==> src/design/omm_pkg.sv <==
// Package for the one-mismatch pattern matcher.
// Holds the shared widths, limits, function codes and cell types; no dependencies.
package omm_pkg;

  localparam int unsigned MaxPattern = 64;
  localparam int unsigned PatIdxW    = 6;
  localparam int unsigned SymW       = 8;
  localparam int unsigned LenW       = 7;
  localparam int unsigned PosW       = 21;
  localparam int unsigned CntW       = 2;

  localparam logic [PosW-1:0] MaxText    = PosW'(1 << 20);
  localparam logic [LenW-1:0] MaxLen     = LenW'(MaxPattern);
  localparam logic [CntW-1:0] CntSat     = CntW'(2);
  localparam logic [LenW-1:0] LenReset   = LenW'(1);

  typedef enum logic [1:0] {
    FuncLoad  = 2'd0,
    FuncText  = 2'd1,
    FuncStart = 2'd2
  } func_e;

  typedef struct packed {
    logic            vld;
    logic [CntW-1:0] cnt;
  } cell_state_t;

  typedef struct packed {
    logic            shift;
    logic            clear;
    logic [SymW-1:0] sym;
  } cell_ctrl_t;

endpackage

==> src/design/omm_cell.sv <==
// One comparator cell of the matcher chain: one pattern byte and one window count.
// Depends on omm_pkg.
module omm_cell (
  input  logic                 clk_i,
  input  logic                 rst_ni,
  input  omm_pkg::cell_ctrl_t  ctrl_i,
  input  logic                 load_i,
  input  logic                 active_i,
  input  omm_pkg::cell_state_t prev_i,
  output omm_pkg::cell_state_t state_d_o,
  output omm_pkg::cell_state_t state_q_o
);

  logic [omm_pkg::SymW-1:0] pat_q;
  omm_pkg::cell_state_t     state_d;
  omm_pkg::cell_state_t     state_q;
  logic                     mism;

  always_comb begin
    mism        = (ctrl_i.sym != pat_q);
    state_d.vld = prev_i.vld;
    state_d.cnt = prev_i.cnt;
    if (active_i && mism && (prev_i.cnt < omm_pkg::CntSat)) begin
      state_d.cnt = prev_i.cnt + omm_pkg::CntW'(1);
    end
  end

  always_ff @(posedge clk_i) begin
    if (load_i) begin
      pat_q <= ctrl_i.sym;
    end
  end

  always_ff @(posedge clk_i or negedge rst_ni) begin
    if (!rst_ni) begin
      state_q <= '0;
    end else if (ctrl_i.clear) begin
      state_q <= '0;
    end else if (ctrl_i.shift) begin
      state_q <= state_d;
    end
  end

  assign state_d_o = state_d;
  assign state_q_o = state_q;

endmodule

==> src/design/omm_out_buf.sv <==
// Two-entry output buffer (output register plus skid entry) for matcher results.
// Depends on omm_pkg.
module omm_out_buf (
  input  logic                     clk_i,
  input  logic                     rst_ni,
  input  logic                     res_valid_i,
  input  logic [omm_pkg::PosW-1:0] res_pos_i,
  input  logic                     res_mis_i,
  output logic                     full_o,
  output logic                     out_valid_o,
  input  logic                     out_stall_i,
  output logic [omm_pkg::PosW-1:0] out_pos_o,
  output logic                     out_mis_o
);

  logic                     out_valid_q;
  logic [omm_pkg::PosW-1:0] out_pos_q;
  logic                     out_mis_q;
  logic                     skid_valid_q;
  logic [omm_pkg::PosW-1:0] skid_pos_q;
  logic                     skid_mis_q;
  logic                     free;

  assign free = !out_valid_q || !out_stall_i;

  always_ff @(posedge clk_i or negedge rst_ni) begin
    if (!rst_ni) begin
      out_valid_q  <= 1'b0;
      skid_valid_q <= 1'b0;
    end else if (free) begin
      out_valid_q  <= skid_valid_q || res_valid_i;
      skid_valid_q <= 1'b0;
    end else if (res_valid_i) begin
      skid_valid_q <= 1'b1;
    end
  end

  always_ff @(posedge clk_i) begin
    if (free) begin
      out_pos_q <= skid_valid_q ? skid_pos_q : res_pos_i;
      out_mis_q <= skid_valid_q ? skid_mis_q : res_mis_i;
    end else if (res_valid_i) begin
      skid_pos_q <= res_pos_i;
      skid_mis_q <= res_mis_i;
    end
  end

  assign full_o      = skid_valid_q;
  assign out_valid_o = out_valid_q;
  assign out_pos_o   = out_pos_q;
  assign out_mis_o   = out_mis_q;

endmodule

==> src/design/one_mismatch_pattern_matcher.sv <==
// Top level of the one-mismatch pattern matcher: a chain of comparator cells and
// an output buffer. Depends on omm_pkg, omm_cell and omm_out_buf.
//
// The block takes one item per cycle while not stalled, pattern loads and text bytes
// alike, set by a chain of 64 comparator cells, one per pattern position, that all
// update in the same cycle as a text byte is accepted. Each cell holds one pattern
// byte and the saturating mismatch count of the window that compares against it
// next; the counts move one cell along with every text byte. A hitting window is
// registered in the output buffer on its last byte, with its 1-based start and its
// mismatch count. A two-entry output buffer lets input continue while a result
// waits; input stalls only when both entries are held. Write pattern_length and
// pattern bytes before a text, then send a start item to begin it.
module one_mismatch_pattern_matcher (
  input  logic                        clk_i,
  input  logic                        rst_ni,
  input  logic                        cfg_we_i,
  input  logic [omm_pkg::LenW-1:0]    cfg_wdata_i,
  input  logic                        in_valid_i,
  output logic                        in_stall_o,
  input  logic [1:0]                  func_i,
  input  logic [omm_pkg::SymW-1:0]    symbol_i,
  input  logic [omm_pkg::PatIdxW-1:0] pattern_index_i,
  output logic                        out_valid_o,
  input  logic                        out_stall_i,
  output logic [omm_pkg::PosW-1:0]    start_position_o,
  output logic                        mismatch_count_o
);

  logic [omm_pkg::LenW-1:0]    len_q;
  logic [omm_pkg::LenW-1:0]    len_eff;
  logic [omm_pkg::PatIdxW-1:0] tail;
  logic [omm_pkg::PosW-1:0]    text_count_q;
  logic                        buf_full;
  logic                        in_acc;
  logic                        load_acc;
  logic                        text_acc;
  logic                        start_acc;
  logic                        res_valid;
  logic [omm_pkg::PosW-1:0]    res_pos;
  omm_pkg::cell_ctrl_t         ctrl;
  omm_pkg::cell_state_t        cell_q [omm_pkg::MaxPattern];
  omm_pkg::cell_state_t        cell_d [omm_pkg::MaxPattern];
  omm_pkg::cell_state_t        tail_d;

  assign in_stall_o = buf_full;
  assign in_acc     = in_valid_i && !buf_full;

  always_comb begin
    load_acc  = 1'b0;
    text_acc  = 1'b0;
    start_acc = 1'b0;
    case (omm_pkg::func_e'(func_i))
      omm_pkg::FuncLoad:  load_acc  = in_acc;
      omm_pkg::FuncText:  text_acc  = in_acc && (text_count_q < omm_pkg::MaxText);
      omm_pkg::FuncStart: start_acc = in_acc;
      default: begin
      end
    endcase
  end

  always_ff @(posedge clk_i or negedge rst_ni) begin
    if (!rst_ni) begin
      len_q <= omm_pkg::LenReset;
    end else if (cfg_we_i) begin
      len_q <= cfg_wdata_i;
    end
  end

  always_ff @(posedge clk_i or negedge rst_ni) begin
    if (!rst_ni) begin
      text_count_q <= '0;
    end else if (start_acc) begin
      text_count_q <= '0;
    end else if (text_acc) begin
      text_count_q <= text_count_q + omm_pkg::PosW'(1);
    end
  end

  assign len_eff    = (len_q > omm_pkg::MaxLen) ? omm_pkg::MaxLen : len_q;
  assign tail       = omm_pkg::PatIdxW'(len_eff - omm_pkg::LenW'(1));
  assign ctrl.shift = text_acc;
  assign ctrl.clear = start_acc;
  assign ctrl.sym   = symbol_i;

  for (genvar j = 0; j < omm_pkg::MaxPattern; j++) begin : g_cell
    omm_pkg::cell_state_t prev;
    logic                 load;
    logic                 active;

    if (j == 0) begin : g_head
      assign prev.vld = 1'b1;
      assign prev.cnt = '0;
    end else begin : g_link
      assign prev = cell_q[j-1];
    end

    assign load   = load_acc && (pattern_index_i == omm_pkg::PatIdxW'(j));
    assign active = (omm_pkg::LenW'(j) < len_eff);

    omm_cell u_cell (
      .clk_i     (clk_i),
      .rst_ni    (rst_ni),
      .ctrl_i    (ctrl),
      .load_i    (load),
      .active_i  (active),
      .prev_i    (prev),
      .state_d_o (cell_d[j]),
      .state_q_o (cell_q[j])
    );
  end

  assign tail_d    = cell_d[tail];
  assign res_valid = text_acc && (len_eff != '0) && tail_d.vld &&
                     (tail_d.cnt < omm_pkg::CntSat);
  assign res_pos   = text_count_q - omm_pkg::PosW'(len_eff) + omm_pkg::PosW'(2);

  omm_out_buf u_out_buf (
    .clk_i       (clk_i),
    .rst_ni      (rst_ni),
    .res_valid_i (res_valid),
    .res_pos_i   (res_pos),
    .res_mis_i   (tail_d.cnt[0]),
    .full_o      (buf_full),
    .out_valid_o (out_valid_o),
    .out_stall_i (out_stall_i),
    .out_pos_o   (start_position_o),
    .out_mis_o   (mismatch_count_o)
  );

`ifndef NO_ASSERTIONS
  a_skid_implies_out: assert property (@(posedge clk_i) disable iff (!rst_ni)
    buf_full |-> out_valid_o)
    else $error("skid entry held while output register is empty");

  a_text_fills_head: assert property (@(posedge clk_i) disable iff (!rst_ni)
    text_acc |=> cell_q[0].vld)
    else $error("head cell not valid after a text item");

  a_start_clears: assert property (@(posedge clk_i) disable iff (!rst_ni)
    start_acc |=> (text_count_q == '0) && !cell_q[0].vld)
    else $error("start item did not clear the text state");

  a_hit_position: assert property (@(posedge clk_i) disable iff (!rst_ni)
    res_valid |-> (res_pos != '0))
    else $error("hit reported with a zero start position");
`endif

endmodule
==> config.mk <==
export PLATFORM = sky130hd
export DESIGN_NAME = one_mismatch_pattern_matcher
export DESIGN_NICKNAME = d
export VERILOG_FILES = /design/src/design/omm_pkg.sv /design/src/design/omm_cell.sv /design/src/design/omm_out_buf.sv /design/src/design/one_mismatch_pattern_matcher.sv
export SDC_FILE = /design/constraint.sdc
export NUM_CORES = 1
export LEC_CHECK = 0
export BUFFER_PORTS_ARGS = -buffer_cell sky130_fd_sc_hd__buf_2
export CORE_ASPECT_RATIO = 1.75
export CORE_MARGIN = 2
export CORE_UTILIZATION = 45
export CTS_CLUSTER_SIZE = 40
export DETAILED_ROUTE_END_ITERATION = 6
export MAX_ROUTING_LAYER = met4
export PLACE_DENSITY_LB_ADDON = 0.1
export SETUP_SLACK_MARGIN = 0.15
export SLEW_MARGIN = 20
export SYNTH_ARGS = -nofsm -noshare
export SYNTH_HDL_FRONTEND = slang
export SYNTH_SLANG_ARGS = --single-unit
==> constraint.sdc <==
create_clock -name clk_i -period 5.6 [get_ports clk_i]
set_input_delay 0.56 -clock clk_i [delete_from_list [all_inputs] [get_ports clk_i]]
set_output_delay 0.56 -clock clk_i [all_outputs]
set_load 0.05 [all_outputs]
# Word-level counts from Yosys, hierarchy flattened
# Cells that the tools add are included.
# Widths: inputs -> output; s select.
# word_totals
regBits	775
latch_bits	0
ramBits	0
mem_bits_ro	0
in_bits	28
output_inout_bits	24
word_cells	937
n_memories	0
# classes
n_addsub	67
multipliers	0
n_div	0
n_lt_le_gt_ge	131
n_eq_ne	129
shift	0
mux	203
bitwise_logic	2
n_reduce_logical	207
# ops
cell	n
$ne 8x8->1	64
$mux 3	128
$lt 6x7->1 const A	32
$logic_and 1x1->1	196
$eq 6x6->1 const B	32
$lt 2x2->1 const B	64
$add 2x1->2 const B	63
$mux 2	63
$lt 5x7->1 const A	16
$eq 6x5->1 const B	16
$mux 21	3
$lt 4x7->1 const A	8
$eq 6x4->1 const B	8
$lt 3x7->1 const A	4
$eq 6x3->1 const B	4
$add 21x1->21 const B	1
$add 21x2->21 const B	1
$lt 21x21->1 const B	1
$sub 21x7->21	1
$bmux 3 s6	1
$lt 1x7->1 const A	2
$lt 2x7->1 const A	2
$eq 6x2->1 const B	2
$ge 7x7->1 const B	1
other kinds (16)	26

# Longest topological paths before layout
# depth
ltp_word	13
depth_mapped	19

# Modules after synthesis
# A second synthesis with hierarchy kept.
# unflattened
hier_cells	2966
hier_area_um2	37223.2
# modules_own_cells
mod	n_inst	cells_each	area_each_um2	seq_area_each_um2
omm_cell	64	35	478.0	315.3
one_mismatch_pattern_matcher	1	651	4867.2	701.9
omm_out_buf	1	75	1766.7	1371.3

# Least setup slack after synthesis
# No wires, ideal clock.
# synth_path
kind	register -> register
from	register len_q[0] (netlist bit)
to	register u_out_buf.skid_mis_q, enable pin
setup_time_ns	0.401
t_arrival_ns	4.260
path_slack_ns	0.940
path_stages_with_launch	18
n_path_buf	7
path_cell_list	dfstp_2 nor2b_1 buf_4 inv_2 buf_2 buf_1 buf_2 ha_1 clkbuf_1 buf_2 clkbuf_1 mux4_2 mux2i_1 a22oi_1 a31oi_1 a21oi_1 nand4_1 nor2_1
# synth_between
elab_chain_cells	12
word_cells_on_any_way	268
# synth_rtl
element	line	source
from (decl)	one_mismatch_pattern_matcher.sv:29	logic [omm_pkg::LenW-1:0] len_q;
from (signal assigned)	one_mismatch_pattern_matcher.sv:63	len_q <= omm_pkg::LenReset;
from (signal assigned)	one_mismatch_pattern_matcher.sv:65	len_q <= cfg_wdata_i;
$gt 7x7->1	one_mismatch_pattern_matcher.sv:79	assign len_eff = (len_q > omm_pkg::MaxLen) ? omm_pkg::MaxLen : len_q;
$mux 7 *	one_mismatch_pattern_matcher.sv:79	
$lt 6x7->1, or another cell as far along	one_mismatch_pattern_matcher.sv:98	assign active = (omm_pkg::LenW'(j) < len_eff);
$logic_and 1x1->1 (2 in series)	omm_cell.sv:23	if (active_i && mism && (prev_i.cnt < omm_pkg::CntSat)) begin
$mux 2	omm_cell.sv:23	
$bmux 3 s6	one_mismatch_pattern_matcher.sv:112	assign tail_d = cell_d[tail];
$mux 3 (implied by the code) (2 in series)	one_mismatch_pattern_matcher.sv:112	
$lt 2x2->1	one_mismatch_pattern_matcher.sv:114	(tail_d.cnt < omm_pkg::CntSat);
$logic_and 1x1->1 *	one_mismatch_pattern_matcher.sv:113	assign res_valid = text_acc && (len_eff != '0) && tail_d.vld &&
$reduce_and 2->1 (no line) *	--	
to (signal assigned)	omm_out_buf.sv:44	skid_mis_q <= res_mis_i;
to (decl)	omm_out_buf.sv:21	logic skid_mis_q;
# Every way passes the cells marked *; elsewhere a longest branch is shown, timed or not. The select of a mux whose other input is x is not followed.
# A chain may end at the register's enable or synchronous reset.

# Worst setup path in the final report
# layout_path
from	register len_q[0] (netlist bit)
to	register u_out_buf.skid_pos_q[8] (netlist bit), enable pin
# layout_between
elab_chain_cells	12
word_cells_on_any_way	268
# layout_rtl
element	line	source
$gt 7x7->1	one_mismatch_pattern_matcher.sv:79	
$mux 7 *	one_mismatch_pattern_matcher.sv:79	
$lt 6x7->1, or another cell as far along	one_mismatch_pattern_matcher.sv:98	
$logic_and 1x1->1 (2 in series)	omm_cell.sv:23	
$mux 2	omm_cell.sv:23	
$bmux 3 s6	one_mismatch_pattern_matcher.sv:112	
$mux 3 (implied by the code) (2 in series)	one_mismatch_pattern_matcher.sv:112	
$lt 2x2->1	one_mismatch_pattern_matcher.sv:114	
$logic_and 1x1->1 *	one_mismatch_pattern_matcher.sv:113	
$reduce_and 2->1 (no line) *	--	
to (signal assigned)	omm_out_buf.sv:43	skid_pos_q <= res_pos_i;
to (decl)	omm_out_buf.sv:20	logic [omm_pkg::PosW-1:0] skid_pos_q;
# Marked as above.

==> impl_metrics.py <==
metrics = {
    "synthesis": {
        "synthCells": 2920,
        "synth_seq_area_share_pct": 60.0,
        "synth-seq-cells": 774,
        "synthTopCellsByCount": "edfxtp_1, xor2_1, nand2_1",
        "syn_area_per_cell_um2": 12.7,
        "dominantRegCellSynth": "edfxtp_1",
        "synth_largest_area_cell": "edfxtp_1",
        "ys_types": 91,
        "synth_nets": 2990,
        "yosysWarnings": 0,
        "post-synth-top-count-cell": "edfxtp_1",
        "synth_top_area_share_pct": 45.2,
        "synth_edf_count": 556,
        "netlist_top_cells_area": "edfxtp_1, dfrtp_1, xor2_1, xnor2_1, nand2_1",
        "synth_area_um2": 36900,
        "synth_async_sr_flop_share_pct": 28.2,
    },
    "clocking": {
        "numCtsBuffers": 76,
        "cts_setup_buffers": 0,
        "cts_max_level": 3,
        "cts_tree": "built",
        "cts.clk_slew.worst_paths_ns": 0.06,
        "cts.sinks": 774,
        "cts_buffer_depth": 3,
        "clk_latency_ns": 0.66,
        "cts_root_buf": "clkbuf_16",
    },
    "power_and_ir_drop": {
        "internal-power_uw": 10400,
        "p_switching_uw": 4290,
        "powerDensity_nw_per_um2": 358,
        "p_leak_uw": 0.0147,
        "peakVddDrop_mv": 0.395,
        "combPwrFrac_pct": 18.0,
        "seqPwrFrac_pct": 46.3,
        "power_frac_clock_pct": 35.7,
        "p_sw_share_pct": 29.3,
    },
    "grt": {
        "track_usage_pct": 26.4,
        "antenna_found_initial": 0,
        "grt_max_degree": 171,
        "grt_pass1_vias": 24500,
        "gr-total-overflow": 0,
        "grt_pass1_wl_um": 160000,
    },
    "detailed_routing": {
        "drt-initial-drc-count": 1761,
        "via_per_inst": 5.81,
        "wl_um": 106000,
        "wl_per_cell_um": 26.0,
        "first_pass_iters": 6,
        "ant_nets": 0,
        "routed-via-count": 23700,
        "drcViolationCount": 0,
    },
    "min_path": {
        "hp-class": "in2reg",
    },
    "floorplanning": {
        "num_rows": 139,
        "dieWidth_um": 221,
        "fp.coreArea_um2": 81700,
        "start_util_pct": 45.2,
        "dieArea_um2": 84500,
        "ioPinCount": 52,
        "die_h_um": 383,
    },
    "job": {
        "maxCapViolCount": 0,
    },
    "worst_setup_path": {
        "rr_endpoint": "u_out_buf.skid_pos_q[8]",
        "crit_cells": 13,
        "path_delay_family": "simple AND/OR/NAND/NOR gates",
        "path_max_fanout": 22,
        "ff2ff_path_depth": 13,
        "worstPathCellList": "nor2b_4 -> inv_2 -> ha_1 -> or3b_4 -> a221oi_4 -> nand3_1 -> nor3_1 -> or4_1 -> nand3_1 -> o211ai_1 -> nand4_1 -> nor2_2 -> buf_4",
        "crit_start": "len_q[0]",
        "cp_slowest_stage_delay_ns": 0.88,
        "cp.arrival_ns": 4.97,
        "endpoint_kind": "flop",
        "cp-endpoint": "u_out_buf.skid_pos_q[8]",
        "r2r_start": "len_q[0]",
        "crit_buf_inv": 2,
        "required_ns": 5.93,
        "reg2reg_setup_slack_ns": 0.96,
        "path_class": "reg2reg",
        "slowest_stage": "a221oi_4",
        "crit_top_cell": "nand3_1",
        "start_kind": "flop",
    },
    "sta": {
        "slew_viol_final": 0,
        "rsz0062_at_grt": "no",
        "finalSetupTns_ns": 0,
        "slew_headroom_pct": 21.7,
        "setup_violations": 0,
        "finalCriticalPeriod_ns": 4.64,
        "finClkSkew_ns": 0.0226,
        "worstMarginPinSlew_ns": 1.16,
        "fmax_mhz": 216,
        "hold_viol": 0,
        "hold_ws_ns": 0.143,
        "fin_crit_sh_pct": 82.8,
    },
    "layout": {
        "fin_util_pct": 50.0,
        "fillers": 7143,
        "final_area_um2": 40900,
        "syn2layout_area_growth_pct": 10.6,
        "nets": 3030,
        "drive_above_1_share_pct": 10.2,
        "diodes": 0,
    },
    "run_status": {
        "outcome": "completed",
    },
    "placed_design": {
        "routabilityCongestion": 0.984,
        "numPortBuffers": 51,
        "placedInstanceArea_um2": 38400,
        "hpwl_um": 72600,
    },
}
## logic make-up after synthesis
logic type / count (synthesis) / share of synthesized area, %
AOI/OAI and AO/OA: 532 / 9.90
xor gates and xnor gates: 598 / 14.2
adders and majority gates: 42 / 1.44
buffers and inverters: 228 / 3.35
DFF: 774 / 60.0
muxes: 52 / 1.99
and+or+nand+nor: 694 / 9.11
## power groups by stage
stage               sequential (uW)  combinational (uW)  clock [uW]
floorplan                      6970                1530           0
global placement               6880                2600           0
detailed placement             6890                2630           0
CTS                            6770                2640        5370
global route                   6810                2830        5590
finish                         6780                2640        5230
## per-layer routing
metal / vias up / GRT usage, % / part of all wire, %
li1: 10700 / - / -
met1: 12100 / 30.1 / 39
met2: 646 / 45.4 / 52
met3: 231 / 3.65 / 4.2
met4: 0 / 12.9 / 5.2
met5: - / - / 0
## timing repair
item | 4_1_cts | 5_1_grt
gates resized for setup | 0 | 0
setup endpoints to repair | 0 | 0
hold buffers | 1 | 0
endpoints found under the hold margin | 74 | 0
## how the worst min path moves through the flow
stage                                        start                             end  cells past startpoint
floorplan                                   rst_ni   g_cell[0].u_cell.state_q_o[0]                      0
global placement    g_cell[61].u_cell.state_q_o[0]  g_cell[61].u_cell.state_q_o[0]                      2
detailed placement  g_cell[24].u_cell.state_q_o[0]  g_cell[24].u_cell.state_q_o[0]                      2
CTS                                 cfg_wdata_i[3]                        len_q[3]                      2
global route                        cfg_wdata_i[3]                        len_q[3]                      2
finish                              cfg_wdata_i[3]                        len_q[3]                      2
## final cells by class
cell class                 count  area, um^2  area share, %
clock inverter                35         402          0.983
sequential                   774       22200           54.2
multi-input combinational   1918       13600           33.3
clock buffer                 102        2080           5.09
tap                         1057        1320           3.24
inverter                      59         221          0.542
timing repair buffer         131        1080           2.65
## registers in the layout (all words and copies together) (netlist names)
| name | cells |
|---|---|
| g_cell.u_cell.pat_q | 512 |
| g_cell.u_cell.state_q_o | 188 |
| text_count_q | 21 |
| u_out_buf.out_pos_o | 21 |
| u_out_buf.skid_pos_q | 21 |
| len_q | 7 |
| u_out_buf.full_o | 1 |
| u_out_buf.out_mis_o | 1 |
| u_out_buf.out_valid_o | 1 |
| u_out_buf.skid_mis_q | 1 |
## through the flow
stage / cells / total power, uW / setup slack (ns)
after detailed placement: 3938 / 9520 / 0.997
after CTS: 4076 / 14800 / 0.981
after floorplan: 2920 / 8500 / 0.940
final: 4076 / 14600 / 0.961
after global routing: 4076 / 15200 / 0.666
after global placement: 3938 / 9480 / 1.10
## placed cells by master (no fill, tap or decap), types with 20 or more instances in the layout
cell type,instances
edfxtp_1,556
xor2_1,379
nand2_1,235
xnor2_1,216
dfrtp_1,216
o21ai_0,144
nor2_1,135
a21oi_1,99
nor4_1,93
a22o_1,83
clkbuf_16,78
buf_4,66
inv_1,57
nand4_1,56
nand3_1,55
a211oi_1,45
buf_2,42
ha_1,41
nor3_1,34
a31oi_1,22
clkbuf_1,20
(Power assumes the default switching activity.)
